===== src/hw/rtl/ppc_pkg.sv =====
package ppc_pkg;

	localparam int FRAC_BITS = 16;
	localparam int NATTR     = 11;
	localparam int ATTR_W    = 32;
	localparam int DIST_W    = 64;
	localparam int TDATA_W   = NATTR * ATTR_W;
	localparam int T_W       = FRAC_BITS + 1;
	localparam int ITER_W    = $clog2(FRAC_BITS + 1);
	localparam int IDX_W     = $clog2(NATTR);

	// Crossing parameter of exactly one.
	localparam logic [T_W-1:0] T_ONE = T_W'(1) << FRAC_BITS;
	// Largest |d0|+|d1| that counts as a near-parallel edge (below 1e-4).
	localparam logic [DIST_W-1:0] NEAR_MAX =
		((64'd1 << (2 * FRAC_BITS - 2)) - 64'd1) / 64'd10000;

	// Register indexes.
	localparam logic [2:0] REG_PT_X = 3'd0;
	localparam logic [2:0] REG_PT_Y = 3'd1;
	localparam logic [2:0] REG_PT_Z = 3'd2;
	localparam logic [2:0] REG_N_X  = 3'd3;
	localparam logic [2:0] REG_N_Y  = 3'd4;
	localparam logic [2:0] REG_N_Z  = 3'd5;

	// Result end codes.
	localparam logic [1:0] END_MORE    = 2'd0;
	localparam logic [1:0] END_INSIDE  = 2'd1;
	localparam logic [1:0] END_CLIPPED = 2'd2;
	localparam logic [1:0] END_OUTSIDE = 2'd3;

	typedef logic [NATTR-1:0][ATTR_W-1:0] vtx_t;

	typedef struct packed {
		logic [2:0][ATTR_W-1:0] pt;
		logic [2:0][ATTR_W-1:0] n;
	} plane_t;

	typedef struct packed {
		vtx_t              attr;
		logic [DIST_W-1:0] sdist;
		logic              last;
	} item_t;

	typedef struct packed {
		logic              start;
		logic [DIST_W-1:0] da;
		logic [DIST_W-1:0] db;
	} div_req_t;

endpackage


===== src/hw/rtl/ppc_fifo.sv =====
module ppc_fifo (
	input  logic            clk,
	input  logic            arst_n,
	input  logic            push,
	input  ppc_pkg::item_t  push_item,
	output logic            full,
	input  logic            pop,
	output logic            pop_valid,
	output ppc_pkg::item_t  pop_item
);
	import ppc_pkg::*;

	item_t      slot_q [2];
	logic       wr_q, rd_q;
	logic [1:0] cnt_q;

	assign full      = (cnt_q == 2'd2);
	assign pop_valid = (cnt_q != 2'd0);
	assign pop_item  = slot_q[rd_q];

	always_ff @(posedge clk) begin
		if (push)
			slot_q[wr_q] <= push_item;
	end

	always_ff @(posedge clk or negedge arst_n) begin
		if (!arst_n) begin
			wr_q  <= 1'b0;
			rd_q  <= 1'b0;
			cnt_q <= '0;
		end else begin
			if (push)
				wr_q <= ~wr_q;
			if (pop)
				rd_q <= ~rd_q;
			if (push && !pop)
				cnt_q <= cnt_q + 2'd1;
			else if (pop && !push)
				cnt_q <= cnt_q - 2'd1;
		end
	end

endmodule


===== config.mk =====
export PLATFORM = sky130hd
export DESIGN_NAME = ppc_fifo
export DESIGN_NICKNAME = d
export VERILOG_FILES = /design/src/hw/rtl/ppc_pkg.sv /design/src/hw/rtl/ppc_fifo.sv
export SDC_FILE = /design/constraint.sdc
export NUM_CORES = 1
export LEC_CHECK = 0
export ABC_AREA = 0
export BUFFER_PORTS_ARGS = -buffer_cell sky130_fd_sc_hd__buf_2
export CAP_MARGIN = 5
export CORE_MARGIN = 5
export CORE_UTILIZATION = 30
export CTS_CLUSTER_SIZE = 25
export DETAILED_ROUTE_END_ITERATION = 10
export PLACE_DENSITY = 0.48
export SLEW_MARGIN = 20
export SYNTH_ARGS = -nofsm -noshare
export SYNTH_HDL_FRONTEND = slang
export SYNTH_SLANG_ARGS = --single-unit

===== constraint.sdc =====
create_clock -name clk -period 24.3 [get_ports clk]
set_input_delay 2.43 -clock clk [delete_from_list [all_inputs] [get_ports clk]]
set_output_delay 2.43 -clock clk [all_outputs]
set_load 0.01 [all_outputs]

; ---- Word level (Yosys, flattened, before mapping)
; Memory sizes are Yosys's and may differ from the RTL's.
; Cells that the tools add are included.
; Widths: inputs -> output; s select.
[word_totals]
output_inout_bits = 419
mem_bits_rw = 834
latchBits = 0
input_bits = 421
word_cells = 19
memories = 1
rom_bits = 0
regBits = 4
[memory_table]
columns = memory, words, width, rd, rd_clocked_by_memory_dff, write_ports, line_no
row1 = slot_q, 2, 417, 1, 0, 1, ppc_fifo.sv:13  ; item_t slot_q [2];
[op_classes]
div_mod_pow = 0
n_eq_ne = 1
n_shift = 0
bitwise = 2
order_cmp = 0
n_addsub = 2
mul = 0
n_mux = 4
n_reduce_logical = 6
[ops]
columns = op, n
row1 = $mux 2, 2
row2 = $reduce_bool 2->1, 2
row3 = $add 2x1->2 const B, 1
row4 = $eq 2x2->1 const B, 1
row5 = $logic_and 1x1->1, 2
row6 = $logic_not 1->1, 2
row7 = $mux 1, 2
row8 = $not 1->1, 2
row9 = $sub 2x1->2 const B, 1

; ---- Logic depth before layout (Yosys ltp)
; Gate-level depths: netlist (run 1).
[logic_depth]
ltp_word = 4
depth_mapped = 5
mapped_depth_nobuf = 5

; ---- Least setup slack after synthesis (run 1)
; No wires, ideal clock.
[synth_path]
path_kind = in2reg
startpoint = input push
endpoint = memory slot_q[0][0] in the netlist's numbering (enable)
cell_stages = 1
setup_slack_ps = 2722
n_path_buf = 0
arrival_time_ps = 20322
t_required_ps = 23044
cell_sequence = nor2b_1
[synth_via]
elab_chain_len = 2
[synth_lines]
columns = item, line_no
row1 = "start, declared", ppc_fifo.sv:4  ; input logic push,
row2 = $mux 1, ppc_fifo.sv:22  ; if (push)
row3 = $mux 1 (not written as such), ppc_fifo.sv:23  ; slot_q[wr_q] <= push_item;
row4 = "end, declared", ppc_fifo.sv:13
; No other way between the ends.

==> run summary, run 1 <==
The deepest clock path buffer count is 3. The worst hold path belongs to the class reg2reg. The overall die area is 107000 µm².

The fraction of layout cells with a size suffix above 1 came out at 0.566. The cell-internal power is 3.20 mW. The max-capacitance violation count came out at 0.

By area the synthesized netlist is led by edfxtp_1 83%, mux2_2 12%, mux2_1 3.7%. Leaving out fill and tap cells, the most frequent cell in the layout is buf_2. For this run, design rule violations remaining after detail routing come to 0. During synthesis, Yosys emitted a total of 0 warnings. After detailed routing, no signal wire sits above met5.

The via count of the first global-routing pass is 16.8k. The global-route wire length before repair is 113 mm. The total power came out at 4.54 mW. The share of the synthesized area in the top cell type came out at 0.830. The final net count is 2636. The later pin in the worst-skew pair is clocked with a latency of 0.63 ns. The slew at the pin closest to its max-slew limit came out at 1.02 ns. The maximum number of pins on one net before global-route repair is 153.

The instance count along the most critical hold path came out at 1. Across all layers, the routed design uses 15.8k vias. Of all nets on the critical path, the largest fanout is 79. The total grt overflow came out at 0. The number of input and output port buffers inserted came out at 839.

The height of the die came out at 327 µm. Compared with the post-synthesis result, the final layout area differs by 28.4%. The clock transition at the registers of the reported paths came out at 0.06 ns.

The global-route usage over all layers is 0.142. The cell count after synthesis is 1313. Tracing the worst setup path back leads to its startpoint at rd_q$_DFFE_PN0P_. The average footprint of a synthesized cell came out at 23.0 µm². The flow ran to the end, and the final reports show no timing, DRC or antenna violations. The endpoint identified for the worst register-to-register timing path is slot_q[1][137]$_DFFE_PP_. The TritonCTS clock tree is yes.

Of all cell types, the one taking the most synthesized area is edfxtp_1. The mapped netlist covers 30200 µm². The total placed instance area is 35900 µm². In this run, CTS created clock tree buffers numbering 91. The total length of routed met3 wires came out at 7.87 mm.

The worst pin sits at a relative slew slack of 0.320. The switching share of power came out at 0.295. Measured on the finished design, the core utilization comes to 0.388.

The number of buffers added for setup after CTS is 0. The launching point of the worst reg2reg path is wr_q$_DFFE_PN0P_. The hold violation total from the final report came out at 0. Dividing the detail-routed wire length by the instance count gives 22.2 µm. After detailed routing, the wire length on met1 is 27.6 mm. The number of gates resized after cts is 0.

The hold path endpoint is cnt_q[1]$_DFFE_PN0P_. Based on the critical path, the design can be clocked at up to 136 MHz. For this block, the initial DRC count from the detailed router was 825. 840 I/O pins were placed.

The cell leakage power came out at 14.3 nW. The clock root buffer master is clkbuf_16. After detailed routing, the met2 layer carries 42.2 mm of wire. The sequential element share of the synthesized area is 0.833.

The number of antenna violations at the first check in global routing came to 47. The congestion estimate from routability-driven global placement came to 0.837. IR analysis of the VDD net gives a maximum drop of 0.0801 mV.

The post-route cell area is 38800 µm². The final max-slew violation count is 0. The net switching power came out at 1.34 mW. In the layout the commonest cells are 839 x buf_2, 834 x edfxtp_1, 317 x mux2_2. The placeable core area came out at 100000 µm². The power share of the sequential group came out at 0.440. The length in cells of the worst reg-to-reg path came out at 5. The number of buffers inserted by hold repair at cts is 0. Setup repair after global routing left no endpoint under its margin. For this configuration, the core starts out at a cell density of 0.302. The die is 327 µm wide. The worst path arrival time came out at 4.91 ns. The floorplan has 116 rows. In this run the most critical hold path is launched from cnt_q[1]$_DFFE_PN0P_. In this run, distinct cell masters in the synthesized netlist total 14. The shortest period the worst path allows came out at 7.34 ns. In this run the power density over the cells is 117 nW/µm². The pre-antenna-repair detailed-routing pass consisted of 6 iterations. The H-tree depth came out at 3. The setup skew after layout is 0.0156 ns. The critical path data required time came out at 21.87 ns. The fraction of power consumed by combinational cells came out at 0.277. STA classifies the critical path endpoint as an output port. The final setup violation count came out at 0. The placed wire-length estimate after detailed placement came out at 57.5 mm. The number of antenna-violating nets in the routed design is 0. The number of flip-flops and latches in the synthesized netlist is 838. The portion of total power attributed to the clock network is 0.283. STA classifies the critical path startpoint as a register. Adding up every negative setup slack in the final design gives 0 ns. The total routed wirelength came out at 80.3 mm.

The period utilization is 0.302. The post-synth net total is 1735. The kind of critical path is reg2out. The post-detailed-route via-to-cell ratio came out at 4.38. The clock drives 838 sinks. The register-to-register setup slack came out at 19.71 ns.
## worst max-delay path by stage
stage	depth (start not counted)	end	slack (ns)
final	5	pop_item[134]	16.96
after global placement	6	slot_q[1][336]$_DFFE_PP_	17.55
after floorplan	1	slot_q[0][0]$_DFFE_PP_	2.72
after CTS	5	pop_item[134]	16.72
after detailed placement	5	pop_item[134]	17.48
after global routing	5	pop_item[120]	16.57
## final cells by class
| cell class | instances | area, µm² |
|---|---|---|
| Sequential cell | 838 | 25100 |
| Clock buffer | 121 | 2430 |
| Fill cell | 9371 | 61200 |
| Clock inverter | 44 | 344 |
| Antenna cell | 29 | 72.6 |
| Inverter | 1 | 3.75 |
| Multi-Input combinational cell | 428 | 4790 |
| Tap cell | 1298 | 1620 |
| Timing Repair Buffer | 854 | 4340 |
## power groups by stage
stage / Clock (mW) / Combinational, mW / Sequential, mW
after floorplan: 0 / 0.763 / 2.17
after global placement: 0 / 1.28 / 2.03
after detailed placement: 0 / 1.29 / 2.03
after CTS: 1.33 / 1.30 / 2.00
after global routing: 1.39 / 1.35 / 2.02
final: 1.29 / 1.26 / 2.00
## registers in the layout, summed over array words and instances (netlist names)
| signal | cells |
|---|---|
| wr_q | 1 |
| cnt_q | 2 |
| rd_q | 1 |
| slot_q | 834 |
## Yosys cell counts
cell type,count
xnor2_1,1
xor2_1,4
edfxtp_1,834
buf_2,35
inv_1,1
and2_1,1
nor2_1,1
buf_4,11
mux2_2,317
dfrtp_1,4
mux2_1,100
ha_1,1
or2_2,1
nor2b_1,2
## cells by family after synthesis
group / Yosys count / synth area share
fa+ha+maj: 1 / 0.000414
xor+xnor: 5 / 0.00145
simple gates: 5 / 0.000953
buf+inv: 47 / 0.00866
mux: 417 / 0.156
flops: 838 / 0.833
## layer usage
metal  vias up  global-route usage
met5         -                   0
met4        26              0.0599
met3       149              0.0598
met2       648               0.254
met1      7903               0.147
li1       7114                   -
## metrics by stage
stage               worst slack, ns  hold WS [ns]  cells
floorplan                      2.72         0.447   1313
global placement              17.55         0.469   3419
detailed placement            17.48         0.479   3419
CTS                           16.72         0.495   3584
global route                  16.57         0.504   3601
finish                        16.96         0.486   3613
## worst max-delay path, stage by stage, from the launching register on
cell     delay [ns]
dfrtp_4        1.06
buf_4          0.88
buf_4          0.75
buf_4          0.90
mux2_2         0.43
buf_2          0.14
Note: power is estimated with default switching activity, not from simulation.
==> run 2, diff against run 1 <==
--- a/config.mk
+++ b/config.mk
@@ -12,7 +12,7 @@
 export CORE_UTILIZATION = 30
 export CTS_CLUSTER_SIZE = 25
 export DETAILED_ROUTE_END_ITERATION = 10
-export PLACE_DENSITY = 0.48
+export PLACE_DENSITY = 0.5
 export SLEW_MARGIN = 20
 export SYNTH_ARGS = -nofsm -noshare
 export SYNTH_HDL_FRONTEND = slang
==> constraint.sdc (replaced) <==
create_clock -name clk -period 6.2 [get_ports clk]
set_input_delay 0.62 -clock clk [delete_from_list [all_inputs] [get_ports clk]]
set_output_delay 0.62 -clock clk [all_outputs]
set_load 0.01 [all_outputs]
==> run 2 against run 1 <==
Against the previous run: global-route usage down 0.26 points; core utilization increased by 0.36 points; sequential power rose to 3.9 times the previous value; via count is 0.53% lower; worst setup slack lost 14 ns; count of clock-buffer cells in the layout down 6; clock power grew to 4.2 times the previous value; total power rose to 4.0 times the previous value; hold slack lost 0.33 ns; routed wire length decreased by 1.6%; final cell count barely moved; combinational power rose to 3.9 times the previous value; critical path type unchanged; largest power group unchanged; highest routed layer unchanged.
==> run summary, run 2 (synthesis gave the netlist of run 1 again) <==
The worst setup timing slack at the placement stage is 3.22 ns. The deepest clock path buffer count came out at 3. The global-route usage over all layers is 0.140. Data on the critical path arrives at its endpoint at 3.02 ns. Leaving out fill and tap cells, the most frequent cell in the layout is buf_2. The number of antenna-violating nets in the routed design came out at 0.

The post-detailed-route via-to-cell ratio is 4.36. The run finished with clean final reports. Summed over all layers, the routed wires come to 79.0 mm.

The routed wire length per instance is 21.9 µm. The peak clock frequency supported by timing is 275 MHz. The critical path launch point type is a register. The post-detailed-route DRC marker count came out at 0. The delay of the slowest cell on the worst path is 0.96 ns. The floorplan step defined a die boundary enclosing 107000 µm².

The number of flip-flops under the largest register name came out at 834. The largest registers in the layout are slot_q (834), cnt_q (2). The number of buffers created by CTS came out at 92. For this configuration, the core starts out at a cell density of 0.302.

The maximum number of pins on one net before global-route repair came out at 155. Once detailed placement completed, the half-perimeter wirelength came to 56.1 mm. The number of placement rows came out at 116. The sum of negative setup slack is 0 ns. The placeable core area came out at 100000 µm².

The H-tree depth is 3. In the layout the commonest cells are 839 x buf_2, 834 x edfxtp_1, 317 x mux2_2. Setup repair after global routing left no endpoint under its margin. TritonCTS built the clock tree.

The tightest min-delay check is of the in2reg type. The top-level port count came out at 840. The critical path goes through buf_12 > mux2_1 > buf_2. The first-pass detailed-route iteration total is 4. The global-route layer with the greatest usage is met2. More flip-flops sit in one register than any other, and that register is slot_q. The fraction of met3 tracks used by global routing came out at 0.0634. Including well taps, the total number of placed cells is 3423. The worst setup path is captured at an output port. Max-cap violations in this run came to 0.

The via count of the first global-routing pass is 16.9k. The clock transition at the registers of the reported paths is 0.06 ns. The number of non-filler instances in the completed layout is 3616. The maximum fanout encountered on the critical timing path is 126.

After layout, the minimum clock period comes to 3.64 ns. The met1 usage in global routing is 0.141. After clock tree synthesis, the setup repair step added 0 buffers. In this run the clock root is driven by a clkbuf_16. Across the routed clock network, the largest skew measured is 0.0186 ns. The cell leakage power came out at 14.5 nW. Summed over all layers, the global routing overflow is 0. The period utilization came out at 0.586. The layout overhead on the synthesized area is 29.6%.

The number of input and output port buffers inserted came out at 839. The slew at the pin closest to its max-slew limit came out at 1.04 ns. The first routing iteration left 874 violations. The worst-skew pair later-pin latency came out at 0.64 ns. The number of sinks driven by the clock tree came out at 838.

Of the cells placed in the final design, the portion with a size suffix greater than 1 is 0.572. The height of the die is 327 µm. The final max-slew violation count came out at 0. The global-route wire length before repair came out at 112 mm.

Data on the critical path is required at its endpoint by 5.58 ns. In this run the horizontal extent of the chip is 327 µm. The met2 demand-to-capacity share in global routing is 0.254. In the post-route analysis, the smallest setup slack over all paths is 2.56 ns. The worst pin sits at a relative slew slack of 0.307. The kind of critical path is reg2out. The total power is 18.2 mW.

The net count of the finished layout is 2642. The hold violation total from the final report is 0. The number of antenna violations at the first check in global routing came out at 39. The slowest stage of the critical path is the dfrtp_4 cell. The final setup violation count came out at 0.

The total via count in the routed design came out at 15.8k. At the end of routability-driven placement, the weighted congestion stood at 0.801. Once layout is complete, the utilization of the core stands at 0.391. The maximum vdd ir drop is 0.291 mV. The areal power density over the cells is 465 nW/µm².
==> run 2: cell types whose count changed in the layout (fill, tap and decap cells not counted), sizes merged <==
cell | previous run | this run
bufinv | 5 | 11
diode | 29 | 23
clkinv | 33 | 35
clkinvlp | 2 | 5
buf | 854 | 858
dlygate4sd3 | 0 | 1
inv | 5 | 4
clkbuf | 121 | 115
==> run 2: path summary, 6_finish.rpt <==
| path | startpoint | endpoint | slack, ns | cells after the start |
|---|---|---|---|---|
| max | rd_q$_DFFE_PN0P_ | pop_item[311] | 2.56 | 3 |
| min | push_item[413] | slot_q[1][413]$_DFFE_PP_ | 0.16 | 1 |
| max reg2reg | wr_q$_DFFE_PN0P_ | slot_q[1][349]$_DFFE_PP_ | 3.66 | 2 |
| min reg2reg | cnt_q[1]$_DFFE_PN0P_ | cnt_q[1]$_DFFE_PN0P_ | 0.50 | 1 |
| max in group asynchronous | arst_n | rd_q$_DFFE_PN0P_ | 5.66 | 2 |
| min in group asynchronous | arst_n | cnt_q[1]$_DFFE_PN0P_ | 0.40 | 2 |
==> run 2: worst max-delay path, delay by kind of cell, from the launching register on <==
kind | cells | cell delay [ns]
mux | 1 | 0.44
flops | 1 | 0.96
buf+inv | 2 | 0.65
==> run 2: layout make-up <==
cell class | instances | area, µm²
tap | 1298 | 1620
inverter | 1 | 3.75
clock inverter | 54 | 572
antenna | 23 | 57.6
sequential | 838 | 25100
fill | 9223 | 60900
timing repair buffer | 859 | 4440
clock buffer | 115 | 2470
multi-input combinational | 428 | 4790
==> run 2: power by group <==
part | switching (mW) | internal, mW
clock | 2.14 | 3.29
combinational | 2.87 | 2.10
sequential | 0.290 | 7.52
total | 5.30 | 12.9
==> run 2: routing by layer <==
metal / wire length, µm / vias to the layer above / share of wire
li1: - / 7134 / -
met1: 27000 / 7867 / 0.34
met2: 42100 / 561 / 0.53
met3: 7320 / 166 / 0.093
met4: 2480 / 28 / 0.031
met5: 202 / - / 0.0026
==> run 2: metrics by stage <==
| step | hold WS (ns) | instance area [µm²] |
|---|---|---|
| 3_3_place_gp | 0.434 | 36000 |
| 5_1_grt | 0.0902 | 39100 |
| 3_5_place_dp | 0.438 | 36000 |
| 6_report | 0.158 | 39100 |
| 4_1_cts | 0.0756 | 39100 |
| 2_1_floorplan | 0.324 | 30200 |
==> run 2: repair_timing <==
item / 4_1_cts / 5_1_grt
gates resized for setup: 0 / 0
setup endpoints to repair: 0 / 0
hold endpoints to repair: 4 / 0
hold buffers: 1 / 0
