### src/hw/rtl/ppc_pkg.sv
package ppc_pkg;

	localparam int FRAC_BITS = 16;
	localparam int NATTR     = 11;
	localparam int ATTR_W    = 32;
	localparam int DIST_W    = 64;
	localparam int TDATA_W   = NATTR * ATTR_W;
	localparam int T_W       = FRAC_BITS + 1;
	localparam int ITER_W    = $clog2(FRAC_BITS + 1);
	localparam int IDX_W     = $clog2(NATTR);

	// Crossing parameter of exactly one.
	localparam logic [T_W-1:0] T_ONE = T_W'(1) << FRAC_BITS;
	// Largest |d0|+|d1| that counts as a near-parallel edge (below 1e-4).
	localparam logic [DIST_W-1:0] NEAR_MAX =
		((64'd1 << (2 * FRAC_BITS - 2)) - 64'd1) / 64'd10000;

	// Register indexes.
	localparam logic [2:0] REG_PT_X = 3'd0;
	localparam logic [2:0] REG_PT_Y = 3'd1;
	localparam logic [2:0] REG_PT_Z = 3'd2;
	localparam logic [2:0] REG_N_X  = 3'd3;
	localparam logic [2:0] REG_N_Y  = 3'd4;
	localparam logic [2:0] REG_N_Z  = 3'd5;

	// Result end codes.
	localparam logic [1:0] END_MORE    = 2'd0;
	localparam logic [1:0] END_INSIDE  = 2'd1;
	localparam logic [1:0] END_CLIPPED = 2'd2;
	localparam logic [1:0] END_OUTSIDE = 2'd3;

	typedef logic [NATTR-1:0][ATTR_W-1:0] vtx_t;

	typedef struct packed {
		logic [2:0][ATTR_W-1:0] pt;
		logic [2:0][ATTR_W-1:0] n;
	} plane_t;

	typedef struct packed {
		vtx_t              attr;
		logic [DIST_W-1:0] sdist;
		logic              last;
	} item_t;

	typedef struct packed {
		logic              start;
		logic [DIST_W-1:0] da;
		logic [DIST_W-1:0] db;
	} div_req_t;

endpackage

### src/hw/rtl/ppc_back.sv
module ppc_back (
	input  logic                         clk,
	input  logic                         arst_n,
	input  logic                         pop_valid,
	input  ppc_pkg::item_t               pop_item,
	output logic                         pop,
	output ppc_pkg::div_req_t            div_req,
	input  logic                         div_done,
	input  logic [ppc_pkg::T_W-1:0]      div_t,
	output logic                         m_tvalid,
	input  logic                         m_tready,
	output logic [ppc_pkg::TDATA_W-1:0]  m_tdata,
	output logic [1:0]                   m_tuser
);
	import ppc_pkg::*;

	localparam int PROD_W = ATTR_W + 1 + T_W + 1;
	localparam int STEP_W = PROD_W - FRAC_BITS;

	typedef enum logic [3:0] {
		B_IDLE, B_START, B_EDGE, B_DIV, B_LERP, B_LERP2,
		B_SEND_X, B_SEND_B, B_DONE, B_DUP, B_MARK
	} bstate_t;

	bstate_t             state_q;
	vtx_t                cur_q, first_q, prev_q, lem_q, xbuf_q, out_q;
	logic [DIST_W-1:0]   dc_q, fd_q, pd_q;
	logic                last_q, have_first_q, clip_q, emit_q, closing_q, sent_q;
	logic [1:0]          code_q, out_code_q;
	logic                ov_q;
	logic [T_W-1:0]      t_q;
	logic [IDX_W-1:0]    k_q;
	logic signed [PROD_W-1:0] prod_s1;

	vtx_t                a_vec, b_vec;
	logic [DIST_W-1:0]   da_c, db_c;
	logic                ain, bin, out_free, load_c, x_last;
	logic [ATTR_W-1:0]   ak, bk;
	logic signed [ATTR_W:0]   diff_c;
	logic signed [PROD_W-1:0] prod_c;
	logic signed [STEP_W:0]   sum_c;
	logic [ATTR_W-1:0]   sat_c;

	// The edge in work: previous to current, or current back to first.
	assign a_vec = closing_q ? cur_q : prev_q;
	assign b_vec = closing_q ? first_q : cur_q;
	assign da_c  = closing_q ? dc_q : pd_q;
	assign db_c  = closing_q ? fd_q : dc_q;
	assign ain   = !da_c[DIST_W-1];
	assign bin   = !db_c[DIST_W-1];

	assign ak     = a_vec[k_q];
	assign bk     = b_vec[k_q];
	assign diff_c = $signed({bk[ATTR_W-1], bk}) - $signed({ak[ATTR_W-1], ak});
	assign prod_c = diff_c * $signed({1'b0, t_q});
	assign sum_c  = $signed(prod_s1[PROD_W-1:FRAC_BITS])
	              + $signed((STEP_W+1)'($signed(ak)));

	always_comb begin
		if (sum_c > $signed((STEP_W+1)'(33'sh0_7fff_ffff)))
			sat_c = 32'h7fff_ffff;
		else if (sum_c < $signed((STEP_W+1)'(-33'sh0_8000_0000)))
			sat_c = 32'h8000_0000;
		else
			sat_c = sum_c[ATTR_W-1:0];
	end

	assign out_free      = !ov_q || m_tready;
	assign load_c        = out_free && (state_q inside {B_SEND_X, B_SEND_B, B_DUP, B_MARK});
	// An outgoing crossing ends the polygon when it is the closing edge, or when
	// it is the edge into the final vertex and the closing edge stays outside.
	assign x_last        = !bin && (closing_q || (last_q && fd_q[DIST_W-1]));
	assign pop           = (state_q == B_IDLE) && pop_valid;
	assign div_req.start = (state_q == B_EDGE) && (ain != bin);
	assign div_req.da    = da_c;
	assign div_req.db    = db_c;
	assign m_tvalid      = ov_q;
	assign m_tdata       = out_q;
	assign m_tuser       = out_code_q;

	always_ff @(posedge clk or negedge arst_n) begin
		if (!arst_n) begin
			state_q      <= B_IDLE;
			have_first_q <= 1'b0;
			clip_q       <= 1'b0;
			emit_q       <= 1'b0;
			closing_q    <= 1'b0;
			sent_q       <= 1'b0;
			ov_q         <= 1'b0;
			k_q          <= '0;
			code_q       <= END_MORE;
		end else begin
			if (load_c)
				ov_q <= 1'b1;
			else if (m_tready)
				ov_q <= 1'b0;
			case (state_q)
				B_IDLE: begin
					if (pop_valid) begin
						cur_q   <= pop_item.attr;
						dc_q    <= pop_item.sdist;
						last_q  <= pop_item.last;
						state_q <= B_START;
					end
				end
				B_START: begin
					closing_q <= !have_first_q && last_q;
					sent_q    <= 1'b0;
					if (!have_first_q) begin
						first_q      <= cur_q;
						fd_q         <= dc_q;
						prev_q       <= cur_q;
						pd_q         <= dc_q;
						have_first_q <= 1'b1;
						clip_q       <= 1'b0;
						emit_q       <= 1'b0;
						if (last_q) begin
							code_q  <= END_INSIDE;
							state_q <= B_EDGE;
						end else begin
							state_q <= B_IDLE;
						end
					end else begin
						state_q <= B_EDGE;
					end
				end
				B_EDGE: begin
					if (ain && bin)
						state_q <= B_SEND_B;
					else if (!ain && !bin)
						state_q <= B_DONE;
					else
						state_q <= B_DIV;
				end
				B_DIV: begin
					if (div_done) begin
						t_q     <= div_t;
						k_q     <= '0;
						state_q <= B_LERP;
					end
				end
				B_LERP: begin
					prod_s1 <= prod_c;
					state_q <= B_LERP2;
				end
				B_LERP2: begin
					xbuf_q[k_q] <= sat_c;
					if (k_q == IDX_W'(NATTR - 1)) begin
						state_q <= B_SEND_X;
					end else begin
						k_q     <= k_q + 1'b1;
						state_q <= B_LERP;
					end
				end
				B_SEND_X: begin
					if (out_free) begin
						out_q      <= xbuf_q;
						out_code_q <= x_last ? (closing_q ? code_q : END_CLIPPED) : END_MORE;
						lem_q      <= xbuf_q;
						clip_q     <= 1'b1;
						emit_q     <= 1'b1;
						sent_q     <= 1'b1;
						state_q    <= bin ? B_SEND_B : B_DONE;
					end
				end
				B_SEND_B: begin
					if (out_free) begin
						out_q      <= b_vec;
						out_code_q <= closing_q ? code_q : END_MORE;
						lem_q      <= b_vec;
						emit_q     <= 1'b1;
						sent_q     <= 1'b1;
						state_q    <= B_DONE;
					end
				end
				B_DONE: begin
					if (!closing_q) begin
						prev_q <= cur_q;
						pd_q   <= dc_q;
						if (last_q) begin
							// The code reflects the edges before the closing one.
							code_q    <= clip_q ? END_CLIPPED : END_INSIDE;
							closing_q <= 1'b1;
							state_q   <= B_EDGE;
						end else begin
							state_q <= B_IDLE;
						end
					end else if (sent_q) begin
						have_first_q <= 1'b0;
						clip_q       <= 1'b0;
						emit_q       <= 1'b0;
						state_q      <= B_IDLE;
					end else if (emit_q) begin
						state_q <= B_DUP;
					end else begin
						state_q <= B_MARK;
					end
				end
				B_DUP, B_MARK: begin
					if (out_free) begin
						out_q        <= (state_q == B_DUP) ? lem_q : '0;
						out_code_q   <= (state_q == B_DUP) ? code_q : END_OUTSIDE;
						have_first_q <= 1'b0;
						clip_q       <= 1'b0;
						emit_q       <= 1'b0;
						state_q      <= B_IDLE;
					end
				end
				default: state_q <= B_IDLE;
			endcase
		end
	end

endmodule

### config.mk
export PLATFORM = sky130hd
export DESIGN_NAME = ppc_back
export DESIGN_NICKNAME = d
export VERILOG_FILES = /design/src/hw/rtl/ppc_pkg.sv /design/src/hw/rtl/ppc_back.sv
export SDC_FILE = /design/constraint.sdc
export NUM_CORES = 2
export LEC_CHECK = 0
export BUFFER_PORTS_ARGS = -buffer_cell sky130_fd_sc_hd__buf_2
export CAP_MARGIN = 20
export CORE_MARGIN = 3
export CORE_UTILIZATION = 45
export CTS_CLUSTER_SIZE = 25
export DETAILED_ROUTE_END_ITERATION = 16
export GPL_TIMING_DRIVEN = 0
export HOLD_SLACK_MARGIN = 0.1
export PLACE_DENSITY_LB_ADDON = 0.15
export SYNTH_ARGS = -nofsm -noshare
export SYNTH_HDL_FRONTEND = slang
export SYNTH_SLANG_ARGS = --single-unit
### constraint.sdc
create_clock -name clk -period 20.9 [get_ports clk]
set_clock_uncertainty 0.15 [all_clocks]
set_input_delay 1.045 -clock clk [delete_from_list [all_inputs] [get_ports clk]]
set_output_delay 1.045 -clock clk [all_outputs]
set_load 0.01 [all_outputs]
=== After elaboration in Yosys (flattened, before gate mapping) ===
Cells that the tools add are included.

* Bits in registers: 2,391
* Output and inout port bits: 485
* Logic and storage cells: 230

* Add/sub/neg operators: 3
* Multipliers: 1
* Order comparisons: 4
* Eq/ne operators: 25
* Muxes and demuxes: 71
* Bitwise operators: 1
* Reductions and logical operators: 43

{| class="wikitable"
|+ Operators with widths
! kind !! number
|-
| two-way mux 352 bit || 8
|-
| case mux 352 bit (2 select lines) || 2
|-
| case mux 352 bit (3 select lines) || 1
|-
| bitwise mux 352 bit || 1
|-
| binary-select mux 32 bit (select 4 bit) || 2
|-
| two-way mux 64 bit || 4
|-
| two-way mux 32 bit || 5
|-
| demux 32 bit (select 4 bit) || 1
|-
| case mux 64 bit (2 select lines) || 1
|-
| multiplier 33 x 18 -> 51 bit || 1
|-
| two-way mux 4 bit || 12
|-
| case mux 4 bit (10 select lines) || 1
|-
| adder 35 x 32 -> 36 bit || 1
|-
| greater-than comparator 36 x 32 -> 1 bit, second input constant || 1
|-
| < comparator 36 x 32 -> 1 bit, second input constant || 1
|-
| subtractor 32 x 32 -> 33 bit || 1
|-
| two-way mux 2 bit || 16
|-
| != test 2 bit, second input constant || 12
|-
| equality test 4 x 3 -> 1 bit, second input constant || 4
|-
| equality test 4 bit, second input constant || 4
|-
| AND reduction 5 bit || 3
|-
| AND reduction 3 bit || 4
|-
| AND reduction 4 bit || 3
|-
| AND reduction 6 bit || 2
|-
| 24 further kinds || 57
|}

=== Longest topological paths before layout ===
* Depth in word-level cells: 8
* Mapped depth: 45

=== Least setup slack after synthesis ===
Ideal clock, no wire load.

* Path type: register to register
* From: reg state_q[3]
* To: reg out_q, in the netlist m_tdata[0] (enable)
* Library setup time: 1.192 ns
* Arrival: 18.487 ns
* Path slack: 1.071 ns
* Stages on the path, launching flop included: 8
* Path buffers: 3
* Clock period less this slack: 19.829 ns
* Cell sequence: dfrtp_1 -> clkbuf_1 -> inv_1 -> nor2_1 -> o21ai_1 -> clkbuf_1 -> buf_1 -> a21oi_1

* Longest elaborated chain between the ends: 4

{| class="wikitable"
|+ Ends and longest elaborated chain
! what !! line !! source
|-
| start: declaration || ppc_back.sv:25 || <nowiki>bstate_t state_q;</nowiki>
|-
| start signal: assignment || ppc_back.sv:163 || <nowiki>state_q <= bin ? B_SEND_B : B_DONE;</nowiki>
|-
| equality test 4 bit || ppc_back.sv:97 || <nowiki>case (state_q)</nowiki>
|-
| OR reduction 2 bit || ppc_back.sv:97 ||
|-
| != test 2 bit (no source line) / nonzero test 3 bit (equally long branches) || - ||
|-
| AND reduction 5 bit (no source line) (*) || - ||
|-
| end signal: assignment || ppc_back.sv:157 || <nowiki>out_q <= xbuf_q;</nowiki>
|-
| end signal: assignment || ppc_back.sv:168 || <nowiki>out_q <= b_vec;</nowiki>
|-
| end signal: assignment || ppc_back.sv:201 || <nowiki>out_q <= (state_q == B_DUP) ? lem_q : '0;</nowiki>
|-
| end: declaration || ppc_back.sv:26 || <nowiki>vtx_t cur_q, first_q, prev_q, lem_q, xbuf_q, out_q;</nowiki>
|}

Mark *: on every way between the ends. The rest lies on a longest branch, timed or not.
A chain may end at the register's enable or synchronous reset.

=== Worst setup path in the final report ===
* From: reg closing_q
* To: reg prod_s1[45], data pin

* Longest elaborated chain between the ends: 5

{| class="wikitable"
|+ Ends and longest elaborated chain
! what !! line !! source
|-
| start: declaration || ppc_back.sv:28 || <nowiki>logic last_q, have_first_q, clip_q, emit_q, closing_q, sent_q;</nowiki>
|-
| start signal: assignment || ppc_back.sv:107 || <nowiki>closing_q <= !have_first_q && last_q;</nowiki>
|-
| two-way mux 352 bit (on tied branches) || ppc_back.sv:46, ppc_back.sv:45 ||
|-
| binary-select mux 32 bit (select 4 bit) (on tied branches) || ppc_back.sv:53, ppc_back.sv:52 ||
|-
| two-way mux 32 bit (on tied branches) || ppc_back.sv:53, ppc_back.sv:52 ||
|-
| subtractor 32 x 32 -> 33 bit (*) || ppc_back.sv:54 || <nowiki>assign diff_c = $signed({bk[ATTR_W-1], bk}) - $signed({ak[ATTR_W-1], ak});</nowiki>
|-
| multiplier 33 x 18 -> 51 bit (*) || ppc_back.sv:55 || <nowiki>assign prod_c = diff_c * $signed({1'b0, t_q});</nowiki>
|-
| named net prod_c[45] || ppc_back.sv:40 || <nowiki>logic signed [PROD_W-1:0] prod_c;</nowiki>
|-
| end signal: assignment || ppc_back.sv:143 || <nowiki>prod_s1 <= prod_c;</nowiki>
|-
| end: declaration || ppc_back.sv:33 || <nowiki>logic signed [PROD_W-1:0] prod_s1;</nowiki>
|}

Mark *: on every way through the listed nets, which the timed path passes. The rest lies on a longest branch. The select of a mux whose other input is x is not followed.

==> run_results.csv <==
group,metric,value,unit
worst_setup_path,critPathRequiredTime,21240,ps
floorplan,num_rows,188,
worst_setup_path,endpoint_kind,"flip-flop",
drt,antenna_left,0,
synthesis,syn_nets,10160,
place,dpl_cell_area,131600,um2
floorplan,die_w,520.9,um
drt,vias,83460,
synthesis,syn_area,119300,um2
worst_setup_path,critPathTopFamily,"compound AO/OA/AOI/OAI gates",
final_layout,final_area,140400,um2
floorplan,core,263000,um2
floorplan,die_height,520.9,um
synthesis,synth_seq_cells,2375,
timing,setup_violations,0,
clock_network,cts_tree,"done",
final_layout,regArea,71240,um2
worst_setup_path,slowest_delay,920,ps
worst_setup_path,reg2regPathDepth,42,
synthesis,synthMostInstantiatedCell,"edfxtp_1",
clock_network,clkTransAtPathRegs,60,ps
final_layout,area_growth,17.67,%
clock_network,htree_levels,5,
timing,fin_tns_setup,0,ps
floorplan,die_area,271300,um2
synthesis,synth_flop_cell,"edfxtp_1",
min_path,hold_path_depth,1,
timing,period_share,77.07,%
synthesis,synth_cells,8994,
worst_setup_path,arrival,16450,ps
clock_network,clock_path_buffers,4,
clock_network,cts-root-buf,"clkbuf_16",
drt,wirelength,469000,um
synthesis,synth-edff-count,2359,
synthesis,yosys_warnings,0,
worst_setup_path,crit_top_cell,"fa_1",
drt,drtIter0Drc,11610,
timing,max_freq,62.08,MHz
grt,globalRouteTotalUtil,33.88,%
worst_setup_path,critPathKind,"flip-flop to flip-flop",
final_layout,drive_gt1_share,21.32,%
place,place_ws,5280,ps
run,cap_viol_max_count,0,
grt,grt_antenna_before_repair,58,
min_path,min_path_type,"primary input to flip-flop",
synthesis,yosys.area.top_type,"edfxtp_1",
worst_setup_path,start_kind,"flip-flop",
timing,hold_violations,0,
worst_setup_path,cp.depth,42,
floorplan,start_util,45.36,%
drt,firstDrtPassIters,6,
drt,via_per_inst,5.921,
worst_setup_path,crit_slowest_cell,"o221ai_1",
place,numPortBuffers,923,
floorplan,ioPinCount,924,
grt,grt_pass1_vias,81240,
outcome,status,"complete, no violations",
place,place_congestion,0.9713,
timing,rsz0062_at_grt,"false",
clock_network,cts_post_setup_buffers_inserted,0,
synthesis,async_reset_ff_share,0.6737,%
synthesis,synth_common_cells,"2359 x edfxtp_1, 1889 x nand2_1, 721 x nand3_1, 653 x inv_1, 536 x fa_1",
worst_setup_path,crit_fanout,10,
clock_network,clk_latency,890,ps
clock_network,numCtsBuffers,270,
final_layout,nFillCells,22470,
timing,setup_ws,4792,ps
grt,grt_max_degree,64,
place,dp_hpwl,364400,um
final_layout,nets,11510,
drt,drc,0,
worst_setup_path,worst-path-buf-inv,10,
timing,slew_headroom,15.19,%
final_layout,multiInputGateArea,43930,um2
synthesis,synth_top_area_share,59.38,%
synthesis,synth_cell_type_count,85,
drt,route.detailed.wl_per_inst,33.27,um
synthesis,avgSynthCellArea,13.26,um2
synthesis,yosysSeqAreaShare,59.72,%
timing,period_minus_slack,16110,ps
timing,tightest_slew,1272,ps
synthesis,yosys-top-cells-area,"edfxtp_1 59%, fa_1 9.0%, nand2_1 5.9%, mux2_2 4.4%, mux4_2 3.6%",
grt,grt_first_pass_wirelength,638900,um
timing,drv_slew,0,
clock_network,clkSinkCount,2375,
grt,grt-ovfl-total,0,
-- metrics by stage --
stage,hold slack (ps),cells,util [%]
CTS,133.4,14060,53.32
floorplan,295.4,8994,-
global placement,313.4,13430,48.79
finish,184.0,14100,53.38
detailed placement,321.0,13580,50.06
global route,157.0,14070,53.35
-- logic make-up after synthesis --
group | share of synthesized area, %
mux | 9.913
buf+inv | 3.748
compound gates | 3.497
simple gates | 11.43
flops | 59.72
xor+xnor | 0.6902
fa+ha+maj | 11.00
-- worst reg2reg max path: cells and delay by family (launching register included) --
kind / cells / cell delay (ps)
compound gates: 19 / 5940
xor+xnor: 2 / 990
fa+ha+maj: 8 / 3740
buf+inv: 10 / 4130
flops: 1 / 320
mux: 1 / 220
simple gates: 2 / 320
-- what timing repair did --
action                                  CTS  global route
hold endpoints to repair                 16             0
endpoints found under the setup margin    0             0
hold buffers                              1             0
resized for setup                         0             0
-- layer usage --
layer	vias to the layer above	GRT usage (%)	routed length, um
met5	-	0	151
met4	20	21.23	35940
met3	921	6.633	46390
met2	4997	52.01	211300
met1	42920	44.47	175200
li1	34610	-	-
-- flip-flops by register name, indices dropped and copies added (netlist names), 17 cells and up --
name     count
cur_q      352
dc_q        64
fd_q        64
first_q    352
lem_q      352
m_tdata    352
pd_q        64
prev_q     352
prod_s1     35
t_q         17
xbuf_q     352
-- path summary, 6_finish.rpt --
| path | end | from | slack, ps |
|---|---|---|---|
| max | prod_s1[45]$_DFFE_PP_ | closing_q$_DFFE_PN0N_ | 4790 |
| min | cur_q[268]$_DFFE_PP_ | pop_item[333] | 180 |
| max reg2reg | prod_s1[45]$_DFFE_PP_ | closing_q$_DFFE_PN0N_ | 4790 |
| min reg2reg | prev_q[338]$_DFFE_PP_ | cur_q[338]$_DFFE_PP_ | 320 |
| max in group asynchronous | state_q[1]$_DFFE_PN0P_ | arst_n | 19360 |
| min in group asynchronous | m_tvalid$_DFFE_PN0P_ | arst_n | 780 |
-- cell type report --
type / count / share of cell area (%)
plain buffers: 510 / 1.443
inverters: 655 / 1.752
clock inverters: 141 / 0.9698
well taps: 3515 / 3.133
clock buffers: 335 / 5.139
diodes: 31 / 0.05527
repair buffers: 1080 / 5.462
multi-input cells: 5454 / 31.30
flip-flops and latches: 2375 / 50.75
-- layout by cell type (no fill, tap or decap), types with 32 or more instances in the layout --
cell | netlist | routed
buf_16 | 0 | 46
clkinv_2 | 0 | 41
fa_1 | 536 | 536
mux4_2 | 193 | 193
nand2_1 | 1889 | 1889
and2_1 | 172 | 166
buf_1 | 52 | 50
xnor2_1 | 57 | 51
ha_1 | 191 | 191
nand2b_1 | 66 | 66
clkbuf_16 | 0 | 280
buf_2 | 30 | 955
or3_1 | 67 | 67
clkinv_1 | 0 | 52
a21o_1 | 53 | 53
mux2i_1 | 215 | 215
edfxtp_1 | 2359 | 2359
mux2_2 | 469 | 469
nor2_1 | 109 | 106
inv_1 | 653 | 653
a21oi_1 | 187 | 186
o221ai_1 | 32 | 32
buf_12 | 0 | 54
xor2_1 | 37 | 37
nand3_1 | 721 | 721
o21ai_0 | 104 | 103
clkbuf_1 | 419 | 465
o22ai_1 | 37 | 37
Power is not shown: default switching activity piles up to over one toggle a cycle in this logic, so the estimate is an artifact.
